===== config.mk =====
export PLATFORM = sky130hd
export DESIGN_NAME = ble_adv_tracker_candidate_table_flat
export DESIGN_NICKNAME = d
export VERILOG_FILES = /design/src/design/bact_pkg.sv /design/src/design/bact_if.sv /design/src/design/bact_parser.sv /design/src/design/bact_datapath.sv /design/src/design/bact_ctrl.sv /design/src/design/ble_adv_tracker_candidate_table.sv /design/src/flat_wrapper.sv
export SDC_FILE = /design/constraint.sdc
export NUM_CORES = 1
export LEC_CHECK = 0
export BUFFER_PORTS_ARGS = -buffer_cell sky130_fd_sc_hd__clkbuf_2
export CELL_PAD_IN_SITES_DETAIL_PLACEMENT = 1
export CELL_PAD_IN_SITES_GLOBAL_PLACEMENT = 1
export CORE_MARGIN = 2
export CORE_UTILIZATION = 55
export DETAILED_ROUTE_END_ITERATION = 6
export PLACE_DENSITY_LB_ADDON = 0.1
export SYNTH_ARGS = -nofsm -noshare
export SYNTH_HDL_FRONTEND = slang
export SYNTH_HIERARCHICAL = 1
export SYNTH_SLANG_ARGS = --single-unit

===== constraint.sdc =====
create_clock -name clk_i -period 6.2 [get_ports clk_i]
set_input_delay 1.86 -clock clk_i [delete_from_list [all_inputs] [get_ports clk_i]]
set_output_delay 1.86 -clock clk_i [all_outputs]
set_load 0.01 [all_outputs]

===== src/design/bact_pkg.sv =====
`default_nettype none

package bact_pkg;

  localparam int TABLE_DEPTH_DEF      = 16;
  localparam int MAX_REPORT_BYTES_DEF = 62;

  localparam int ADDR_W  = 48;
  localparam int ATYPE_W = 2;
  localparam int RSSI_W  = 8;
  localparam int BYTE_W  = 8;
  localparam int COUNT_W = 5;

  // manufacturer element type and the tracker prefix
  localparam logic [BYTE_W-1:0] MFR_TYPE = 8'hFF;
  localparam logic [BYTE_W-1:0] PFX_0    = 8'h4C;
  localparam logic [BYTE_W-1:0] PFX_1    = 8'h00;
  localparam logic [BYTE_W-1:0] PFX_2    = 8'h12;
  localparam logic [BYTE_W-1:0] MIN_MFR_LEN = 8'd4;

  typedef enum logic [1:0] {
    REQ_CLEAR  = 2'd0,
    REQ_BYTE   = 2'd1,
    REQ_COMMIT = 2'd2,
    REQ_PICK   = 2'd3
  } req_e;

  typedef enum logic [2:0] {
    KIND_IGNORED = 3'd0,
    KIND_UPDATED = 3'd1,
    KIND_ADDED   = 3'd2,
    KIND_FULL    = 3'd3,
    KIND_PICK    = 3'd4
  } kind_e;

  typedef enum logic [1:0] {
    ST_IDLE,
    ST_MERGE,
    ST_PICK,
    ST_FINISH
  } state_e;

  typedef struct packed {
    logic [ADDR_W-1:0]         address;
    logic [ATYPE_W-1:0]        atype;
    logic signed [RSSI_W-1:0]  strength;
    logic                      findmy;
  } entry_t;

  typedef struct packed {
    logic  take_byte;
    logic  clear;
    logic  start;
    logic  scan_merge;
    logic  scan_pick;
    logic  update;
    logic  append;
    logic  load_out;
    kind_e kind;
  } ctrl_cmd_t;

  typedef struct packed {
    logic hit;
    logic scan_done;
    logic full;
    logic merge_req;
    logic out_free;
  } ctrl_st_t;

endpackage

`default_nettype wire


===== src/design/bact_if.sv =====
`default_nettype none

interface bact_req_if import bact_pkg::*; ();
  logic                      valid;
  logic                      ready;
  logic [1:0]                req_type;
  logic [BYTE_W-1:0]         payload_byte;
  logic [ADDR_W-1:0]         device_address;
  logic [ATYPE_W-1:0]        address_type;
  logic signed [RSSI_W-1:0]  signal_strength;
  logic                      connectable;

  modport source (
    output valid, req_type, payload_byte, device_address, address_type,
           signal_strength, connectable,
    input  ready
  );
  modport sink (
    input  valid, req_type, payload_byte, device_address, address_type,
           signal_strength, connectable,
    output ready
  );
endinterface

interface bact_rsp_if import bact_pkg::*; ();
  logic                      valid;
  logic                      ready;
  logic [2:0]                result_kind;
  logic                      report_findmy;
  logic                      best_found;
  logic [ADDR_W-1:0]         best_address;
  logic [ATYPE_W-1:0]        best_address_type;
  logic signed [RSSI_W-1:0]  best_strength;
  logic                      best_is_findmy;
  logic [COUNT_W-1:0]        entry_count;

  modport source (
    output valid, result_kind, report_findmy, best_found, best_address,
           best_address_type, best_strength, best_is_findmy, entry_count,
    input  ready
  );
  modport sink (
    input  valid, result_kind, report_findmy, best_found, best_address,
           best_address_type, best_strength, best_is_findmy, entry_count,
    output ready
  );
endinterface

`default_nettype wire


===== src/design/bact_parser.sv =====
`default_nettype none

module bact_parser import bact_pkg::*; #(
  parameter int MAX_REPORT_BYTES = MAX_REPORT_BYTES_DEF
) (
  input  wire logic              clk_i,
  input  wire logic              rst_ni,
  input  wire logic              take_i,
  input  wire logic              restart_i,
  input  wire logic [BYTE_W-1:0] byte_i,
  output logic                   seen_findmy_o
);

  localparam int PW = $clog2(MAX_REPORT_BYTES + 1);

  localparam logic [BYTE_W-1:0] OFF_KIND = 8'd1;
  localparam logic [BYTE_W-1:0] OFF_P0   = 8'd2;
  localparam logic [BYTE_W-1:0] OFF_P1   = 8'd3;
  localparam logic [BYTE_W-1:0] OFF_P2   = 8'd4;

  logic [PW-1:0]     pos_q, pos_d;
  logic [BYTE_W-1:0] len_q, len_d;
  logic [BYTE_W-1:0] off_q, off_d;
  logic [BYTE_W-1:0] kind_q, kind_d;
  logic              pm_q, pm_d;
  logic              halted_q, halted_d;
  logic              seen_q, seen_d;

  logic [BYTE_W-1:0] off_n;
  logic [BYTE_W-1:0] kind_n;
  logic              pm_n;

  assign off_n  = off_q + 8'd1;
  assign kind_n = (off_n == OFF_KIND) ? byte_i : kind_q;

  always_comb begin
    pm_n = pm_q;
    if (off_n == OFF_P0 && byte_i != PFX_0) pm_n = 1'b0;
    if (off_n == OFF_P1 && byte_i != PFX_1) pm_n = 1'b0;
    if (off_n == OFF_P2 && byte_i != PFX_2) pm_n = 1'b0;
  end

  always_comb begin
    pos_d    = pos_q;
    len_d    = len_q;
    off_d    = off_q;
    kind_d   = kind_q;
    pm_d     = pm_q;
    halted_d = halted_q;
    seen_d   = seen_q;
    if (restart_i) begin
      pos_d    = '0;
      len_d    = '0;
      off_d    = '0;
      kind_d   = '0;
      pm_d     = 1'b0;
      halted_d = 1'b0;
      seen_d   = 1'b0;
    end else if (take_i && pos_q < PW'(MAX_REPORT_BYTES)) begin
      pos_d = pos_q + PW'(1);
      if (!halted_q) begin
        if (len_q == '0) begin
          // length byte; zero stops the walk
          if (byte_i == '0) begin
            halted_d = 1'b1;
          end else begin
            len_d  = byte_i;
            off_d  = '0;
            kind_d = '0;
            pm_d   = 1'b1;
          end
        end else begin
          kind_d = kind_n;
          pm_d   = pm_n;
          if (off_n == len_q) begin
            if (kind_n == MFR_TYPE && len_q >= MIN_MFR_LEN && pm_n) begin
              seen_d = 1'b1;
            end
            len_d = '0;
            off_d = '0;
          end else begin
            off_d = off_n;
          end
        end
      end
    end
  end

  always_ff @(posedge clk_i or negedge rst_ni) begin
    if (!rst_ni) begin
      pos_q    <= '0;
      len_q    <= '0;
      off_q    <= '0;
      kind_q   <= '0;
      pm_q     <= 1'b0;
      halted_q <= 1'b0;
      seen_q   <= 1'b0;
    end else begin
      pos_q    <= pos_d;
      len_q    <= len_d;
      off_q    <= off_d;
      kind_q   <= kind_d;
      pm_q     <= pm_d;
      halted_q <= halted_d;
      seen_q   <= seen_d;
    end
  end

  assign seen_findmy_o = seen_q;

endmodule

`default_nettype wire


===== src/design/bact_datapath.sv =====
`default_nettype none

module bact_datapath import bact_pkg::*; #(
  parameter int TABLE_DEPTH      = TABLE_DEPTH_DEF,
  parameter int MAX_REPORT_BYTES = MAX_REPORT_BYTES_DEF
) (
  input  wire logic                      clk_i,
  input  wire logic                      rst_ni,
  input  wire ctrl_cmd_t                 cmd_i,
  output ctrl_st_t                       st_o,
  input  wire logic [1:0]                req_type_i,
  input  wire logic [BYTE_W-1:0]         payload_byte_i,
  input  wire logic [ADDR_W-1:0]         device_address_i,
  input  wire logic [ATYPE_W-1:0]        address_type_i,
  input  wire logic signed [RSSI_W-1:0]  signal_strength_i,
  input  wire logic                      connectable_i,
  output logic                           out_valid_o,
  input  wire logic                      out_ready_i,
  output logic [2:0]                     result_kind_o,
  output logic                           report_findmy_o,
  output logic                           best_found_o,
  output logic [ADDR_W-1:0]              best_address_o,
  output logic [ATYPE_W-1:0]             best_address_type_o,
  output logic signed [RSSI_W-1:0]       best_strength_o,
  output logic                           best_is_findmy_o,
  output logic [COUNT_W-1:0]             entry_count_o
);

  localparam int CW = $clog2(TABLE_DEPTH + 1);
  localparam int AW = (TABLE_DEPTH > 1) ? $clog2(TABLE_DEPTH) : 1;

  logic seen_findmy;

  bact_parser #(
    .MAX_REPORT_BYTES(MAX_REPORT_BYTES)
  ) u_parser (
    .clk_i        (clk_i),
    .rst_ni       (rst_ni),
    .take_i       (cmd_i.take_byte),
    .restart_i    (cmd_i.start && req_e'(req_type_i) == REQ_COMMIT),
    .byte_i       (payload_byte_i),
    .seen_findmy_o(seen_findmy)
  );

  // table storage, one write and one registered read per cycle
  entry_t mem [TABLE_DEPTH];

  logic [CW-1:0] filled_q, filled_d;
  logic [CW-1:0] idx_q, idx_d;
  logic [AW-1:0] rd_idx_q;
  logic          rd_vld_q;
  entry_t        rd_q;

  entry_t        key_q;
  entry_t        best_q;
  logic          best_vld_q;

  logic          issue;
  logic          hit;
  logic          better;
  logic          full;
  logic          we;
  logic [AW-1:0] waddr;
  entry_t        wdata;

  logic          out_valid_q;
  logic [2:0]    out_kind_q;
  logic          out_fm_q;
  logic          out_found_q;
  entry_t        out_best_q;
  logic [COUNT_W-1:0] out_count_q;
  logic          out_free;

  assign full     = (filled_q == CW'(TABLE_DEPTH));
  assign hit      = cmd_i.scan_merge && rd_vld_q && (rd_q.address == key_q.address);
  assign issue    = (cmd_i.scan_merge || cmd_i.scan_pick) && (idx_q < filled_q) && !hit;
  assign out_free = !out_valid_q || out_ready_i;

  // tracker entries first, then strictly stronger
  always_comb begin
    if (!best_vld_q) begin
      better = 1'b1;
    end else if (rd_q.findmy != best_q.findmy) begin
      better = rd_q.findmy;
    end else begin
      better = rd_q.strength > best_q.strength;
    end
  end

  always_comb begin
    we    = 1'b0;
    waddr = rd_idx_q;
    wdata = rd_q;
    if (cmd_i.update) begin
      we = 1'b1;
      if (key_q.strength > rd_q.strength) wdata.strength = key_q.strength;
      wdata.findmy = rd_q.findmy || key_q.findmy;
    end else if (cmd_i.append) begin
      we    = 1'b1;
      waddr = filled_q[AW-1:0];
      wdata = key_q;
    end
  end

  always_ff @(posedge clk_i) begin
    if (we) mem[waddr] <= wdata;
    if (issue) rd_q <= mem[idx_q[AW-1:0]];
  end

  always_comb begin
    filled_d = filled_q;
    if (cmd_i.clear) begin
      filled_d = '0;
    end else if (cmd_i.append) begin
      filled_d = filled_q + CW'(1);
    end
  end

  always_comb begin
    idx_d = idx_q;
    if (cmd_i.start) begin
      idx_d = '0;
    end else if (issue) begin
      idx_d = idx_q + CW'(1);
    end
  end

  always_ff @(posedge clk_i or negedge rst_ni) begin
    if (!rst_ni) begin
      filled_q   <= '0;
      idx_q      <= '0;
      rd_vld_q   <= 1'b0;
      best_vld_q <= 1'b0;
    end else begin
      filled_q <= filled_d;
      idx_q    <= idx_d;
      rd_vld_q <= issue;
      if (cmd_i.start) begin
        best_vld_q <= 1'b0;
      end else if (cmd_i.scan_pick && rd_vld_q) begin
        best_vld_q <= 1'b1;
      end
    end
  end

  always_ff @(posedge clk_i) begin
    if (issue) rd_idx_q <= idx_q[AW-1:0];
    if (cmd_i.start) begin
      key_q.address  <= device_address_i;
      key_q.atype    <= address_type_i;
      key_q.strength <= signal_strength_i;
      key_q.findmy   <= (req_e'(req_type_i) == REQ_COMMIT) && seen_findmy;
    end else if (cmd_i.clear) begin
      key_q.findmy <= 1'b0;
    end
    if (cmd_i.scan_pick && rd_vld_q && better) best_q <= rd_q;
  end

  // output register
  always_ff @(posedge clk_i or negedge rst_ni) begin
    if (!rst_ni) begin
      out_valid_q <= 1'b0;
    end else if (cmd_i.load_out) begin
      out_valid_q <= 1'b1;
    end else if (out_ready_i) begin
      out_valid_q <= 1'b0;
    end
  end

  always_ff @(posedge clk_i) begin
    if (cmd_i.load_out) begin
      out_kind_q  <= cmd_i.kind;
      out_fm_q    <= key_q.findmy;
      out_found_q <= (cmd_i.kind == KIND_PICK) && best_vld_q;
      out_best_q  <= ((cmd_i.kind == KIND_PICK) && best_vld_q) ? best_q : '0;
      out_count_q <= COUNT_W'(filled_q);
    end
  end

  assign st_o.hit       = hit;
  assign st_o.scan_done = !(idx_q < filled_q) && !rd_vld_q;
  assign st_o.full      = full;
  assign st_o.merge_req = seen_findmy || connectable_i;
  assign st_o.out_free  = out_free;

  assign out_valid_o         = out_valid_q;
  assign result_kind_o       = out_kind_q;
  assign report_findmy_o     = out_fm_q;
  assign best_found_o        = out_found_q;
  assign best_address_o      = out_best_q.address;
  assign best_address_type_o = out_best_q.atype;
  assign best_strength_o     = out_best_q.strength;
  assign best_is_findmy_o    = out_best_q.findmy;
  assign entry_count_o       = out_count_q;

`ifndef SYNTHESIS
  a_fill_bound: assert property (@(posedge clk_i) disable iff (!rst_ni)
    filled_q <= CW'(TABLE_DEPTH))
    else $error("fill count beyond table depth");

  a_append_room: assert property (@(posedge clk_i) disable iff (!rst_ni)
    cmd_i.append |-> !full)
    else $error("append into a full table");

  a_clear_empties: assert property (@(posedge clk_i) disable iff (!rst_ni)
    cmd_i.clear |=> filled_q == '0)
    else $error("table not empty after clear");

  a_load_free: assert property (@(posedge clk_i) disable iff (!rst_ni)
    cmd_i.load_out |-> out_free)
    else $error("result overwritten before it was taken");

  a_no_dual_write: assert property (@(posedge clk_i) disable iff (!rst_ni)
    !(cmd_i.update && cmd_i.append))
    else $error("update and append in one cycle");
`endif

endmodule

`default_nettype wire


===== src/design/bact_ctrl.sv =====
`default_nettype none

module bact_ctrl import bact_pkg::*; (
  input  wire logic       clk_i,
  input  wire logic       rst_ni,
  input  wire logic       in_valid_i,
  output logic            in_ready_o,
  input  wire logic [1:0] req_type_i,
  input  wire ctrl_st_t   st_i,
  output ctrl_cmd_t       cmd_o
);

  state_e state_q, state_d;
  kind_e  kind_q, kind_d;
  logic   accept;
  req_e   req;

  assign req    = req_e'(req_type_i);
  assign accept = in_valid_i && (state_q == ST_IDLE);

  always_comb begin
    state_d = state_q;
    kind_d  = kind_q;
    unique case (state_q)
      ST_IDLE: begin
        if (accept) begin
          unique case (req)
            REQ_BYTE: state_d = ST_IDLE;
            REQ_CLEAR: begin
              kind_d  = KIND_IGNORED;
              state_d = ST_FINISH;
            end
            REQ_COMMIT: begin
              kind_d  = KIND_IGNORED;
              state_d = st_i.merge_req ? ST_MERGE : ST_FINISH;
            end
            REQ_PICK: begin
              kind_d  = KIND_PICK;
              state_d = ST_PICK;
            end
            default: state_d = ST_IDLE;
          endcase
        end
      end
      ST_MERGE: begin
        priority if (st_i.hit) begin
          kind_d  = KIND_UPDATED;
          state_d = ST_FINISH;
        end else if (st_i.scan_done) begin
          kind_d  = st_i.full ? KIND_FULL : KIND_ADDED;
          state_d = ST_FINISH;
        end
      end
      ST_PICK: begin
        if (st_i.scan_done) state_d = ST_FINISH;
      end
      ST_FINISH: begin
        if (st_i.out_free) state_d = ST_IDLE;
      end
      default: state_d = ST_IDLE;
    endcase
  end

  always_comb begin
    cmd_o = '0;
    cmd_o.kind = kind_q;
    unique case (state_q)
      ST_IDLE: begin
        cmd_o.take_byte = accept && (req == REQ_BYTE);
        cmd_o.clear     = accept && (req == REQ_CLEAR);
        cmd_o.start     = accept && (req == REQ_COMMIT || req == REQ_PICK);
      end
      ST_MERGE: begin
        cmd_o.scan_merge = 1'b1;
        cmd_o.update     = st_i.hit;
        cmd_o.append     = !st_i.hit && st_i.scan_done && !st_i.full;
      end
      ST_PICK: begin
        cmd_o.scan_pick = 1'b1;
      end
      ST_FINISH: begin
        cmd_o.load_out = st_i.out_free;
      end
      default: cmd_o = '0;
    endcase
  end

  always_ff @(posedge clk_i or negedge rst_ni) begin
    if (!rst_ni) begin
      state_q <= ST_IDLE;
      kind_q  <= KIND_IGNORED;
    end else begin
      state_q <= state_d;
      kind_q  <= kind_d;
    end
  end

  assign in_ready_o = (state_q == ST_IDLE);

endmodule

`default_nettype wire


===== src/design/ble_adv_tracker_candidate_table.sv =====
// Candidate table for a BLE advertising scan filter.
// req_i carries one item per handshake: a report payload byte, an end of
// report with the advertiser address, type, signal strength and the
// connectable flag, a clear request or a pick request. rsp_o carries one
// result for every item except a payload byte.
// A payload byte leaves the block idle, so the next item may follow in the
// next cycle. An end of report that merges, or a pick, walks the filled
// table entries through the single read port of the table memory, one
// entry a cycle. Clear and a report that is not merged go straight to
// the final state.
// The result sits in an output register; byte items keep flowing while it
// waits, and an item that produces a result holds in its final state until
// the output register is free, so a stalled receiver stops requests only
// at the next result.
// Reset empties the table and restarts the payload walk; table entries are
// never read above the fill count, so the table memory itself is not
// cleared.
`default_nettype none

module ble_adv_tracker_candidate_table import bact_pkg::*; #(
  parameter int TABLE_DEPTH      = TABLE_DEPTH_DEF,
  parameter int MAX_REPORT_BYTES = MAX_REPORT_BYTES_DEF
) (
  input  wire logic clk_i,
  input  wire logic rst_ni,
  bact_req_if.sink  req_i,
  bact_rsp_if.source rsp_o
);

  ctrl_cmd_t cmd;
  ctrl_st_t  st;

  bact_ctrl u_ctrl (
    .clk_i     (clk_i),
    .rst_ni    (rst_ni),
    .in_valid_i(req_i.valid),
    .in_ready_o(req_i.ready),
    .req_type_i(req_i.req_type),
    .st_i      (st),
    .cmd_o     (cmd)
  );

  bact_datapath #(
    .TABLE_DEPTH     (TABLE_DEPTH),
    .MAX_REPORT_BYTES(MAX_REPORT_BYTES)
  ) u_datapath (
    .clk_i              (clk_i),
    .rst_ni             (rst_ni),
    .cmd_i              (cmd),
    .st_o               (st),
    .req_type_i         (req_i.req_type),
    .payload_byte_i     (req_i.payload_byte),
    .device_address_i   (req_i.device_address),
    .address_type_i     (req_i.address_type),
    .signal_strength_i  (req_i.signal_strength),
    .connectable_i      (req_i.connectable),
    .out_valid_o        (rsp_o.valid),
    .out_ready_i        (rsp_o.ready),
    .result_kind_o      (rsp_o.result_kind),
    .report_findmy_o    (rsp_o.report_findmy),
    .best_found_o       (rsp_o.best_found),
    .best_address_o     (rsp_o.best_address),
    .best_address_type_o(rsp_o.best_address_type),
    .best_strength_o    (rsp_o.best_strength),
    .best_is_findmy_o   (rsp_o.best_is_findmy),
    .entry_count_o      (rsp_o.entry_count)
  );

endmodule

`default_nettype wire


===== src/flat_wrapper.sv =====
// flat-port wrapper written by rule: the top's interface ports become plain ports
module ble_adv_tracker_candidate_table_flat import bact_pkg::*;
#(
  parameter int TABLE_DEPTH      = TABLE_DEPTH_DEF,
  parameter int MAX_REPORT_BYTES = MAX_REPORT_BYTES_DEF
)
  (clk_i, rst_ni, req_i_valid, req_i_req_type, req_i_payload_byte, req_i_device_address, req_i_address_type, req_i_signal_strength, req_i_connectable, req_i_ready, rsp_o_valid, rsp_o_result_kind, rsp_o_report_findmy, rsp_o_best_found, rsp_o_best_address, rsp_o_best_address_type, rsp_o_best_strength, rsp_o_best_is_findmy, rsp_o_entry_count, rsp_o_ready);
  bact_req_if req_i_i ();
  bact_rsp_if rsp_o_i ();
  input  wire logic clk_i;
  input  wire logic rst_ni;
  input wire logic [$bits(req_i_i.valid)-1:0] req_i_valid;
  input wire logic [$bits(req_i_i.req_type)-1:0] req_i_req_type;
  input wire logic [$bits(req_i_i.payload_byte)-1:0] req_i_payload_byte;
  input wire logic [$bits(req_i_i.device_address)-1:0] req_i_device_address;
  input wire logic [$bits(req_i_i.address_type)-1:0] req_i_address_type;
  input wire logic [$bits(req_i_i.signal_strength)-1:0] req_i_signal_strength;
  input wire logic [$bits(req_i_i.connectable)-1:0] req_i_connectable;
  output wire logic [$bits(req_i_i.ready)-1:0] req_i_ready;
  output wire logic [$bits(rsp_o_i.valid)-1:0] rsp_o_valid;
  output wire logic [$bits(rsp_o_i.result_kind)-1:0] rsp_o_result_kind;
  output wire logic [$bits(rsp_o_i.report_findmy)-1:0] rsp_o_report_findmy;
  output wire logic [$bits(rsp_o_i.best_found)-1:0] rsp_o_best_found;
  output wire logic [$bits(rsp_o_i.best_address)-1:0] rsp_o_best_address;
  output wire logic [$bits(rsp_o_i.best_address_type)-1:0] rsp_o_best_address_type;
  output wire logic [$bits(rsp_o_i.best_strength)-1:0] rsp_o_best_strength;
  output wire logic [$bits(rsp_o_i.best_is_findmy)-1:0] rsp_o_best_is_findmy;
  output wire logic [$bits(rsp_o_i.entry_count)-1:0] rsp_o_entry_count;
  input wire logic [$bits(rsp_o_i.ready)-1:0] rsp_o_ready;
  assign req_i_i.valid = req_i_valid;
  assign req_i_i.req_type = req_i_req_type;
  assign req_i_i.payload_byte = req_i_payload_byte;
  assign req_i_i.device_address = req_i_device_address;
  assign req_i_i.address_type = req_i_address_type;
  assign req_i_i.signal_strength = req_i_signal_strength;
  assign req_i_i.connectable = req_i_connectable;
  assign req_i_ready = req_i_i.ready;
  assign rsp_o_valid = rsp_o_i.valid;
  assign rsp_o_result_kind = rsp_o_i.result_kind;
  assign rsp_o_report_findmy = rsp_o_i.report_findmy;
  assign rsp_o_best_found = rsp_o_i.best_found;
  assign rsp_o_best_address = rsp_o_i.best_address;
  assign rsp_o_best_address_type = rsp_o_i.best_address_type;
  assign rsp_o_best_strength = rsp_o_i.best_strength;
  assign rsp_o_best_is_findmy = rsp_o_i.best_is_findmy;
  assign rsp_o_entry_count = rsp_o_i.entry_count;
  assign rsp_o_i.ready = rsp_o_ready;
  ble_adv_tracker_candidate_table #(.TABLE_DEPTH(TABLE_DEPTH), .MAX_REPORT_BYTES(MAX_REPORT_BYTES)) u_core (.clk_i(clk_i), .rst_ni(rst_ni), .req_i(req_i_i), .rsp_o(rsp_o_i));
endmodule

; ---- Word-level counts from Yosys, hierarchy flattened
; Memory sizes are Yosys's and may differ from the RTL's. A register that Yosys moved wholly into a read port is not among the register bits.
; Cells that the tools add are included.
; W data, S select, Z words.
[word_totals]
output_inout_bits = 71
mem_count = 1
ff_bits = 242
ram_bits = 944
in_bits = 73
[op_classes]
add_sub_neg = 4
n_reduce_logical = 53
muxes = 78
n_eq_ne = 25
n_lt_le_gt_ge = 5
[memory_table]
columns = name, depth, word_bits, rd, rd_ports_with_merged_regs, write_ports, line_no
row1 = u_core.u_datapath.mem, 16, 59, 1, 1, 1, bact_datapath.sv:46  ; entry_t mem [TABLE_DEPTH];
[op_table]
columns = op, count
row1 = $mux W8, 18
row2 = $mux W59, 1
row3 = $mux W50, 1
row4 = $eq A48 B48 Y1, 1
row5 = $mux W1, 35
row6 = $logic_and A1 B1 Y1, 22
row7 = $mux W5, 4
row8 = $reduce_bool A2 Y1, 9
row9 = $eq A8 B2 Y1 const B, 2
row10 = $gt A8 B8 Y1, 2
row11 = $logic_not A8 Y1, 2
row12 = $pmux W2 S4, 2
row13 = $mux W2, 6
row14 = $mux W3, 4
row15 = $mux W6, 2
row16 = $pmux W3 S2, 2
row17 = $add A5 B1 Y5 const B, 2
row18 = $mux W9, 1
row19 = $add A8 B1 Y8 const B, 1
row20 = $eq A2 B2 Y1 const B, 4
row21 = $eq A8 B1 Y1 const B, 1
row22 = $eq A8 B3 Y1 const B, 1
row23 = $eq A8 B8 Y1, 1
row24 = $eq A8 B8 Y1 const B, 1
row25 = other kinds (25), 40

; ---- Longest topological paths before layout
[logic_depth]
ltp_word = 13
ltp_mapped = 14
ltp_nobuf = 12

; ---- By module
; The synthesis kept the hierarchy.
[by_module_without_submodules]
columns = module, area_each_um2, instances, cells_per_inst, seq_area_each_um2
row1 = bact_datapath, 46115.5, 1, 2062, 36179.7
row2 = bact_parser, 2149.6, 1, 234, 825.8
row3 = bact_ctrl, 310.3, 1, 36, 125.1

; ---- Worst setup path before layout
; No wires, ideal clock.
[synth_timing]
path_type = reg2reg
startpoint = register u_core/u_datapath/rd_q[12] (netlist name)
endpoint = memory u_core/u_datapath/mem[11][0] in the netlist's numbering, enable pin
synth_period_minus_slack_ns = 5.519
path_buffers = 3
arrival_time_ns = 5.042
slack_ns = 0.681
setup_ns = 0.476
path_stages_with_launch = 15
path_cell_list = edfxtp_1 -> xor2_1 -> nor2_1 -> nor4b_1 -> nand4_1 -> or4_1 -> nor3_1 -> buf_4 -> and2_1 -> clkbuf_1 -> nor2b_1 -> clkbuf_1 -> nor3b_1 -> a31oi_1 -> nor2_1
[synth_rtl]
columns = item, line_no
row1 = end: declaration, bact_datapath.sv:46

==> metrics <==
outcome=finished clean; Bufs and invs on worst path=2; Worst EP arrival=5.86 ns; Root Buffer=clkbuf_16; placed inst area=50900 µm²; worst path required time=6.59 ns; Yosys cell types=77; prevailing post-synth register cell=edfxtp_1; Commonest cells post-synth=edfxtp_1 (1194), mux4_2 (295), nand2_1 (186), and2_1 (62), nor2_1 (58); CP cell instances=ha_1, a21o_1, a21oi_1, o21ai_2, nor2b_1, and3_1, nor2b_4, buf_4, a31oi_1, nor2_4, buf_12; clk slew on worst S/H paths=0.06 ns; Worst Hold Class=reg2reg; Final HPWL DP=72000 µm; TNS Setup=0 ns; Crit Path Class=reg2reg; Num CTS Buffers=130; Final min period=5.47 ns; Pre-Repair DR Iteration Count=5; Synth Area per Inst=20.8 µm²; Max Clock Skew=0.0193 ns; Post-CTS Resized=0; Synth Area in Adders=less than 1%; Worst Setup Start Kind=flop; FF+latch count, synth=between 1000 and 1500; Starting Density=approximately 56%; Worst Setup SP=u_core/u_datapath/idx_q[1]; post-CTS setup buffers=0; largest cells by area after synthesis=edfxtp_1 (74%), mux4_2 (14%), dfrtp_1 (2.6%); Achievable Freq=183 MHz; reg2reg end=u_core/u_datapath/mem[8][49]; DRC=0; Final Cycle Share=a little under 90%; power density cells=517 nW/µm²; final non-filler cell total=around 3800; Max-slew headroom=between 10% and 20%; Worst Reg-to-Reg Cells=11; r2r startpoint=u_core/u_datapath/idx_q[1]; final net count=2662; Finish-stage setup viols=0; post-synthesis mux area share=approximately 14%; maxcap violations=0; cell count after synthesis=2332; GRT Util Overall=approximately 28%; YS warnings=6; Final GP Congestion=~0.83; post-detailed-route via-to-cell ratio=about 6.3; routed vias=24200; hold buffers post-CTS=0; global route total overflow=0; Min Hold Slack=0.480 ns; Synthesized Nets=about 2400; Synth Area in Simple Gates=4.46%; worst skew pair latency=0.73 ns; number of synthesized flops with an enable pin=about 1200; delay-heaviest family, CP=simple AND/OR/NAND/NOR gates; layout cells sized above 1=27.4%; main combinational cell family by area after synthesis=multiplexers; Slowest Stage Delay on Critical Path=0.90 ns; Yosys top cell area share=73.8%; full die area=90700 µm²; CP max stage cell=nor2_4; top cell type by total area after synthesis=edfxtp_1; Max Buffers Root-to-Sink=3; CORE AREA=87200 µm²; # rows=108; P_leak=around 0.018 µW; Total Power=28500 µW; Top Ports=144; sequential fraction of the synthesis area=76.4%; final instance area=approximately 55000 µm²; H-Tree Depth=4; Synth Area in Compound Gates=1.61%; antenna viol nets, final=0; drt wl/cell=31.9 µm; Die Ht=between 300 and 400 µm; CTS sink cnt=around 1200; CTS tree=yes; Final Max Tran Viols=0; RSZ-0062 raised after global routing=no; Synth Area in XOR/XNOR=around 1.2%; Cells after DPL=3581; first-pass GRT wire length=179000 µm; asr flop ratio synth=under 10%; crit end category=flop; Worst Path Max Fanout=53; Slew @ Worst Pin=between 1 and 1.5 ns; initial antenna violation count=3; Hold Path Sink=u_core/u_datapath/best_q[9]; largest net degree at the start of global routing=108; min-delay src=u_core/u_datapath/rd_q[9]; DRT Wirelength=122000 µm; most instantiated library cell after synthesis=edfxtp_1; I/O Buffers=roughly 140; area grow syn2layout=13.5%; Worst R2R Setup Slack=~0.73 ns; WHS Path Cells=0; die width=301 µm; synthesized area=between 40000 and 50000 µm²; DRT iter0 DRCs=2637; vias in the first global route=25700; Max IR drop VDD=454 µV; final hold vios=0
[metal layers]
layer	global-route usage, %	part of all wire (%)	routed length, µm
met1	40.2	41	49500
met2	44.6	50	60300
met3	4.05	7.3	8930
met4	8.43	2.5	3060
met5	0	0	0
[power by group]
group / internal (µW) / switching (µW)
clock: 4370 / 3200
combinational: 2770 / 5280
sequential: 12300 / 555
[kinds of logic (layout without fill, tap and decap cells)]
| logic type | Yosys count | in the layout |
|---|---|---|
| DFF | 1245 | 1245 |
| and+or+nand+nor | 433 | 433 |
| muxes | 310 | 310 |
| buffers and inverters | 138 | 470 |
| AOI/OAI and AO/OA | 109 | 109 |
| xor gates and xnor gates | 67 | 67 |
| adders and majority gates | 30 | 30 |
| other | 0 | 3 |
[how the worst max path moves through the flow]
| stage | cells past startpoint | endpoint | slack [ns] |
|---|---|---|---|
| 2_1_floorplan | 14 | u_core/u_datapath/mem[11][0] | 0.68 |
| 3_3_place_gp | 10 | u_core/u_datapath/mem[13][31] | 0.82 |
| 3_5_place_dp | 10 | u_core/u_datapath/mem[15][42] | 0.62 |
| 4_1_cts | 10 | u_core/u_datapath/mem[15][13] | 0.59 |
| 5_1_grt | 12 | u_core/u_datapath/mem[3][16] | 0.47 |
| 6_report | 11 | u_core/u_datapath/mem[8][49] | 0.73 |
[layout make-up]
type	count	area (µm²)
Tap cell	1155	1450
Clock inverter	65	606
Antenna cell	3	7.51
Sequential cell	1245	37100
Inverter	33	124
Fill cell	7134	32000
Timing Repair Buffer	201	1370
Clock buffer	171	3530
Multi-Input combinational cell	949	10900
[metrics by stage]
step           util (%)  setup WS (ns)
2_1_floorplan         -          0.681
3_3_place_gp       58.4          0.824
3_5_place_dp       58.4          0.617
4_1_cts            63.2          0.595
5_1_grt            63.2          0.473
6_report           63.2          0.732
[cell usage in the layout, fill, tap and decap left out, types with 5 or more instances in the layout]
cell type / count
edfxtp_1: 1194
mux4_2: 295
nand2_1: 186
clkbuf_2: 143
clkbuf_16: 135
and2_1: 62
xor2_1: 49
dfrtp_1: 47
nor2_1: 42
buf_4: 41
clkbuf_1: 34
inv_1: 32
ha_1: 29
clkinv_1: 23
o21ai_0: 22
nor4_1: 21
clkinv_2: 19
xnor2_1: 18
nand4_1: 16
nor2_4: 16
buf_12: 16
nand3_1: 13
a22o_1: 12
nor2b_1: 11
nor3_1: 11
a21oi_1: 11
nand2b_1: 10
a31oi_1: 10
bufinv_16: 8
a22oi_1: 7
mux2_2: 7
o31ai_1: 7
and3_1: 5
a21o_1: 5
mux2i_1: 5
[flip-flops by register name (all words and copies together) (netlist names), 6 cells and up]
| register | cells |
|---|---|
| u_core/u_datapath/best_q | 59 |
| u_core/u_datapath/u_parser/len_q | 8 |
| u_core/u_datapath/u_parser/kind_q | 8 |
| u_core/u_datapath/best_address_o | 48 |
| u_core/u_datapath/u_parser/off_q | 8 |
| u_core/u_datapath/best_strength_o | 8 |
| u_core/u_datapath/rd_q | 59 |
| u_core/u_datapath/mem | 944 |
| u_core/u_datapath/key_q | 59 |
| u_core/u_datapath/u_parser/pos_q | 6 |
(Power assumes the default switching activity.)
